**src/rtl/core/rotation_matrix_to_quaternion_macros.svh**
```systemverilog
// assertion macros for the rotation matrix to quaternion block
`ifndef ROTATION_MATRIX_TO_QUATERNION_MACROS_SVH
`define ROTATION_MATRIX_TO_QUATERNION_MACROS_SVH

// same-cycle implication, sampled on clk, off while rst_n is low
`define RMQ_ASSERT_IMP(label, ante, cons, msg) \
    label: assert property (@(posedge clk) disable iff (!rst_n) (ante) |-> (cons)) \
        else $error(msg);

// next-cycle implication, sampled on clk, off while rst_n is low
`define RMQ_ASSERT_NXT(label, ante, cons, msg) \
    label: assert property (@(posedge clk) disable iff (!rst_n) (ante) |=> (cons)) \
        else $error(msg);

`endif

```
**src/rtl/core/rmq_pkg.sv**
```systemverilog
// shared widths and types for the rotation matrix to quaternion block
package rmq_pkg;

    localparam int DATA_WIDTH = 32;
    localparam int FRAC_W     = DATA_WIDTH - 2;
    localparam int GUARD_W    = DATA_WIDTH - FRAC_W;
    localparam int TRACE_W    = DATA_WIDTH + 2;
    localparam int NUM_W      = DATA_WIDTH + 1;
    localparam int ARG_W      = DATA_WIDTH + 4;
    localparam int ARGU_W     = ARG_W - 1;
    localparam int RAD_SH     = FRAC_W - 2;
    localparam int ROOT_W     = (ARGU_W + RAD_SH + 1) / 2;
    localparam int DIV_W      = ROOT_W + 2;

    // which component carries the square root
    typedef enum logic [1:0] {
        SEL_X = 2'd0,
        SEL_Y = 2'd1,
        SEL_Z = 2'd2,
        SEL_S = 2'd3
    } sel_t;

    // side data traveling next to the square root pipeline
    typedef struct packed {
        sel_t                        k;
        logic                        invalid;
        logic [2:0]                  neg;
        logic [2:0][NUM_W-1:0]       mag;
    } sba_t;

    // side data traveling next to the dividers
    typedef struct packed {
        sel_t                        k;
        logic                        invalid;
        logic [2:0]                  neg;
        logic [DATA_WIDTH-1:0]       q;
    } sbb_t;

    // one result
    typedef struct packed {
        logic [DATA_WIDTH-1:0] qs;
        logic [DATA_WIDTH-1:0] qx;
        logic [DATA_WIDTH-1:0] qy;
        logic [DATA_WIDTH-1:0] qz;
        logic                  invalid;
    } quat_t;

endpackage

```
**src/rtl/core/rmq_sqrt.sv**
```systemverilog
// pipelined integer square root, one root bit per stage
module rmq_sqrt (
    input  logic                        clk,
    input  logic                        en,
    input  logic [rmq_pkg::ARGU_W-1:0]  arg,
    output logic [rmq_pkg::ROOT_W-1:0]  root
);
    localparam int R  = rmq_pkg::ROOT_W;
    localparam int XW = 2 * R;
    localparam int RW = R + 2;
    localparam int TW = RW + 2;

    logic [XW-1:0] x_reg    [0:R];
    logic [RW-1:0] rem_reg  [0:R];
    logic [R-1:0]  root_reg [0:R];
    logic [XW-1:0] x_next    [0:R-1];
    logic [RW-1:0] rem_next  [0:R-1];
    logic [R-1:0]  root_next [0:R-1];
    logic [TW-1:0] tmp_w    [0:R-1];
    logic [TW-1:0] trial_w  [0:R-1];

    // one restoring step per stage
    always_comb
    begin
        for (int s = 0; s < R; s++)
        begin
            tmp_w[s]   = {rem_reg[s], x_reg[s][XW-1:XW-2]};
            trial_w[s] = TW'({root_reg[s], 2'b01});
            x_next[s]  = x_reg[s] << 2;
            if (tmp_w[s] >= trial_w[s])
            begin
                rem_next[s]  = RW'(tmp_w[s] - trial_w[s]);
                root_next[s] = {root_reg[s][R-2:0], 1'b1};
            end
            else
            begin
                rem_next[s]  = RW'(tmp_w[s]);
                root_next[s] = {root_reg[s][R-2:0], 1'b0};
            end
        end
    end

    // stage registers
    always_ff @(posedge clk)
    begin
        if (en)
        begin
            x_reg[0]    <= XW'(arg) << rmq_pkg::RAD_SH;
            rem_reg[0]  <= '0;
            root_reg[0] <= '0;
            for (int s = 0; s < R; s++)
            begin
                x_reg[s+1]    <= x_next[s];
                rem_reg[s+1]  <= rem_next[s];
                root_reg[s+1] <= root_next[s];
            end
        end
    end

    assign root = root_reg[R];
endmodule

```
**config.mk**
```make
export PLATFORM = sky130hd
export DESIGN_NAME = rmq_sqrt
export DESIGN_NICKNAME = d
export VERILOG_FILES = /design/src/rtl/core/rotation_matrix_to_quaternion_macros.svh /design/src/rtl/core/rmq_pkg.sv /design/src/rtl/core/rmq_sqrt.sv
export SDC_FILE = /design/constraint.sdc
export NUM_CORES = 2
export LEC_CHECK = 0
export ABC_AREA = 1
export BUFFER_PORTS_ARGS = -buffer_cell sky130_fd_sc_hd__buf_2
export CELL_PAD_IN_SITES_DETAIL_PLACEMENT = 1
export CELL_PAD_IN_SITES_GLOBAL_PLACEMENT = 2
export CORE_ASPECT_RATIO = 1.5
export CORE_MARGIN = 1.5
export CORE_UTILIZATION = 38
export DETAILED_ROUTE_END_ITERATION = 8
export GPL_TIMING_DRIVEN = 0
export PLACE_DENSITY_LB_ADDON = 0.05
export SYNTH_ARGS = -nofsm -noshare
export SYNTH_HDL_FRONTEND = slang
export SYNTH_MEMORY_MAX_BITS = 65536
export SYNTH_SLANG_ARGS = --single-unit
```
**constraint.sdc**
```tcl
create_clock -name clk -period 4.74 [get_ports clk]
set_clock_uncertainty 0.05 [all_clocks]
set_input_delay 0.948 -clock clk [delete_from_list [all_inputs] [get_ports clk]]
set_output_delay 0.948 -clock clk [all_outputs]
set_load 0.02 [all_outputs]
```
==> impl_summary.md <==
Run status
The run finished, with violations left. The checks that failed: DRC.

Placement
The post-placement worst setup slack is -630 ps. Detailed placement finished with a half-perimeter wire length of between 300000 and 400000 µm. The last weighted congestion value of the routability-driven placer is between 0.9 and 1. The number of buffers added on ports is between 60 and 70.

Worst setup path
The kind of critical path is input port to flip-flop. The largest fanout on the critical path is around 190. The critical path capture point type is a flip-flop. For the worst setup path, the data required time is 5190 ps.

The kind of start point of the critical path is an input port. The arrival time at the worst endpoint is about 4500 ps.

Route
For this run, design rule violations remaining after detail routing come to 12. The routed layout has approximately 93000 vias. The violation count after the first detailed-route iteration is 4308. For this block, the routed nets add up to 399000 µm of wire. The pre-antenna-repair detailed-routing pass consisted of 9 iterations.

The detailed-route wire length per cell is 21.8 µm. Once detail routing completed, the nets flagged for antenna violations numbered 0. Dividing the detail-routed via count by the number of cells gives 5.08.

Pwr
Summed over all cells, the static leakage comes to 0.0571 µW. The clock network accounts for about 29% of the total power. The power share of the combinational group is 28.4%.

The peak supply drop is about 0.38 mV. Cell internal power was estimated by the tool at roughly 34000 µW. In this run switching power makes up roughly 36% of total power.

The power spent charging and discharging nets is approximately 19000 µW. The power per cell area is roughly 420 mW/mm². Sequential cells account for between 40% and 50% of the total power.

Global route
Entering global routing, the biggest net connects 186 pins. The number of antenna violations at the first check in global routing is 4. The global-route wire length before repair is ~600000 µm. Across every metal layer, demand over resource in global routing totals between 20% and 30%.

The via count of the first global-routing pass is roughly 99000. Global routing finished with a remaining overflow of 0.

Die
The site row count is 246. The number of primary I/O pins is 69. The full die area is just over 0.3 mm².

Measured along the y axis, the die boundary spans just under 700 µm. The die is about 450 µm wide. The area of the core is about 0.3 mm². For this configuration, the core starts out at a cell density of roughly two fifths.

Yosys
Averaged over all synthesized cells, the footprint is between 8 and 9 µm². Synthesis handed over a netlist of 13900 instances. The post-synthesis cell area is ~0.11 mm². The flip-flop cell with the highest count after synthesis is sky130_fd_sc_hd__edfxtp_1. The number of unique standard cell types used by synthesis is between 50 and 60. Of all cell types, the one taking the most synthesized area is sky130_fd_sc_hd__edfxtp_1. The top cell type's share of synthesized area is ~49%. The number of nets produced by synthesis is ~14000. Summing the sequential cell areas from Yosys gives between 40% and 50% of the chip area. Counting flops with a built-in enable in the synthesized netlist gives approximately 1900. The synthesis warning total is 0.

The share of synthesized registers carrying an async set or reset is 0%. After synthesis the netlist holds a flip-flop and latch count of between 1500 and 2000. After synthesis, the cell types taking the most area are sky130_fd_sc_hd__edfxtp_1 49%, sky130_fd_sc_hd__nand2_1 14%, sky130_fd_sc_hd__inv_1 7.0%.

Clock network
In this run the clock root is driven by a sky130_fd_sc_hd__clkbuf_16. Clock latency on the worst-skew pair, taken at its later pin, is 900 ps. No sink is reached through more buffers than the 4 on the longest clock path. The H-tree level count is 4. After clock tree synthesis, the clock-pin slew on the worst setup and hold paths is around 60 ps. Post-CTS timing repair inserted 0 buffers for setup. The clock net in this run drives a total of roughly 1900 sinks. The CTS tree is done. Buffers inserted during clock tree synthesis total approximately 200.

Finish
The post-route netlist has ~6.2% of its cells at a drive strength greater than 1. Compared with the post-synthesis result, the final layout area differs by 10.5%. Leaving out fill and tap cells, the most frequent cell in the layout is sky130_fd_sc_hd__nand2_1. The library cells used most frequently in the layout, excluding fill and tap cells, are 4247 x sky130_fd_sc_hd__nand2_1, 2138 x sky130_fd_sc_hd__inv_1, 1854 x sky130_fd_sc_hd__edfxtp_1, 1300 x sky130_fd_sc_hd__nor2_1, 1000 x sky130_fd_sc_hd__nand3_1.

The register with the most flip-flops in the layout has between 900 and 1000 of them. After filler insertion, the fill cell instance count of the layout stands at approximately 36000. The net count of the finished layout is between 10000 and 15000.

Timing
The final hold violation count is 0. In the final timing run, aggregate negative setup slack is 0 ps. Setup repair after global routing left no endpoint under its margin. The max-slew violation count is 0.

The relative slew slack is 17.9%. The number of setup violations in the final report is 0. The shortest period the worst path allows is approximately 4100 ps.

The actual transition at the worst max-transition pin is between 1000 and 1500 ps. The worst path setup slack after routing is 656 ps. The maximum achievable frequency is around 240 MHz. Dividing the final minimum period by the clock period gives ~86%.

Flow run
Across the run, the number of max-cap violations was 0.

Worst hold path
The tightest min-delay check is of the input port to flip-flop type.
## cell usage after synthesis (9+ instances only)
| master | n |
|---|---|
| sky130_fd_sc_hd__buf_4 | 44 |
| sky130_fd_sc_hd__and2_1 | 18 |
| sky130_fd_sc_hd__inv_1 | 2138 |
| sky130_fd_sc_hd__o21ai_0 | 323 |
| sky130_fd_sc_hd__a21oi_1 | 628 |
| sky130_fd_sc_hd__nand2_4 | 14 |
| sky130_fd_sc_hd__o21bai_1 | 56 |
| sky130_fd_sc_hd__nand3_1 | 1000 |
| sky130_fd_sc_hd__fa_1 | 13 |
| sky130_fd_sc_hd__or2_2 | 27 |
| sky130_fd_sc_hd__inv_2 | 38 |
| sky130_fd_sc_hd__nand2_1 | 4247 |
| sky130_fd_sc_hd__nor3_1 | 220 |
| sky130_fd_sc_hd__xor2_1 | 321 |
| sky130_fd_sc_hd__nand3_2 | 28 |
| sky130_fd_sc_hd__o21ai_2 | 33 |
| sky130_fd_sc_hd__nor4_1 | 58 |
| sky130_fd_sc_hd__nor2_2 | 34 |
| sky130_fd_sc_hd__a21boi_0 | 14 |
| sky130_fd_sc_hd__a21o_1 | 34 |
| sky130_fd_sc_hd__and3_1 | 12 |
| sky130_fd_sc_hd__buf_2 | 49 |
| sky130_fd_sc_hd__edfxtp_1 | 1854 |
| sky130_fd_sc_hd__nand2_2 | 54 |
| sky130_fd_sc_hd__nor2_4 | 9 |
| sky130_fd_sc_hd__nor2_1 | 1300 |
| sky130_fd_sc_hd__a21oi_2 | 93 |
| sky130_fd_sc_hd__xnor2_1 | 111 |
| sky130_fd_sc_hd__o21ai_1 | 95 |
| sky130_fd_sc_hd__ha_1 | 533 |
| sky130_fd_sc_hd__nor3_2 | 9 |
| sky130_fd_sc_hd__nand3b_1 | 104 |
| sky130_fd_sc_hd__nand4_1 | 263 |
| sky130_fd_sc_hd__buf_6 | 55 |
## cell type report
class                   count  area [µm²]  share of cell area (%)
diodes                      5        12.5                 0.00987
plain buffers             151        1240                   0.982
clock buffers             215        5060                    3.99
clock inverters           138        1270                    1.00
inverters                2181        8200                    6.47
multi-input cells        9714       49600                    39.2
flip-flops and latches   1854       55700                    43.9
well taps                3968        4960                    3.92
repair buffers             80         683                   0.539
## final timing paths
check,depth (start not counted),from,to,slack [ps]
worst max register to register,11,root_reg[1][243]$_DFFE_PP_,rem_reg[0][838]$_DFFE_PP_,1500
worst min register to register,0,x_reg[0][36]$_DFFE_PP_,x_reg[0][100]$_DFFE_PP_,360
worst max-delay path,6,en,x_reg[0][1114]$_DFFE_PP_,660
worst min-delay path,1,arg[7],x_reg[0][33]$_DFFE_PP_,180
## power by group through the flow
stage | Clock, µW | Combinational, µW | Sequential [µW]
after floorplan | 0 | 10200 | 21800
after global placement | 0 | 14900 | 24000
after detailed placement | 0 | 15200 | 23100
after CTS | 16000 | 15300 | 22800
after global routing | 16400 | 17100 | 22900
final | 15500 | 15100 | 22700
## layer usage
layer / up-vias / routed length, µm / GRT usage, %
met5: - / 0 / 0
li1: 46228 / - / -
met1: 44743 / 142000 / 25.4
met4: 0 / 23000 / 13.0
met2: 1264 / 227000 / 52.9
met3: 767 / 7890 / 1.88
## logic make-up (layout without fill, tap and decap cells)
logic type | count (synthesis) | in the layout | synth area share [%]
other cells | 1 | 6 | 0.00327
buf+inv | 2332 | 2765 | 8.23
compound gates | 1306 | 1306 | 6.42
flops | 1854 | 1854 | 48.5
simple gates | 7429 | 7429 | 27.5
fa+ha+maj | 546 | 546 | 6.04
xor+xnor | 432 | 432 | 3.30
## critical path: stages
cell and delay [ps]:
sky130_fd_sc_hd__buf_12 350, sky130_fd_sc_hd__buf_16 440, sky130_fd_sc_hd__buf_16 520, sky130_fd_sc_hd__buf_16 390, sky130_fd_sc_hd__buf_16 560, sky130_fd_sc_hd__buf_16 630
## stage by stage
stage	instances	hold WS (ps)	utilization, %	cell area [µm²]	total power (µW)
after floorplan	13900	350	-	115000	32000
after global placement	17936	350	40.0	120000	38900
after detailed placement	17947	355	40.2	120000	38300
after CTS	18300	97.4	42.3	127000	54100
after global routing	18304	130	42.3	127000	56300
final	18306	181	42.3	127000	53300
## what timing repair did
item,in CTS,in global routing
gates resized for setup,0,0
hold endpoints to repair,0,0
endpoints found under the setup margin,0,40
hold buffers,0,0
Note: power is estimated with default switching activity, not from simulation.
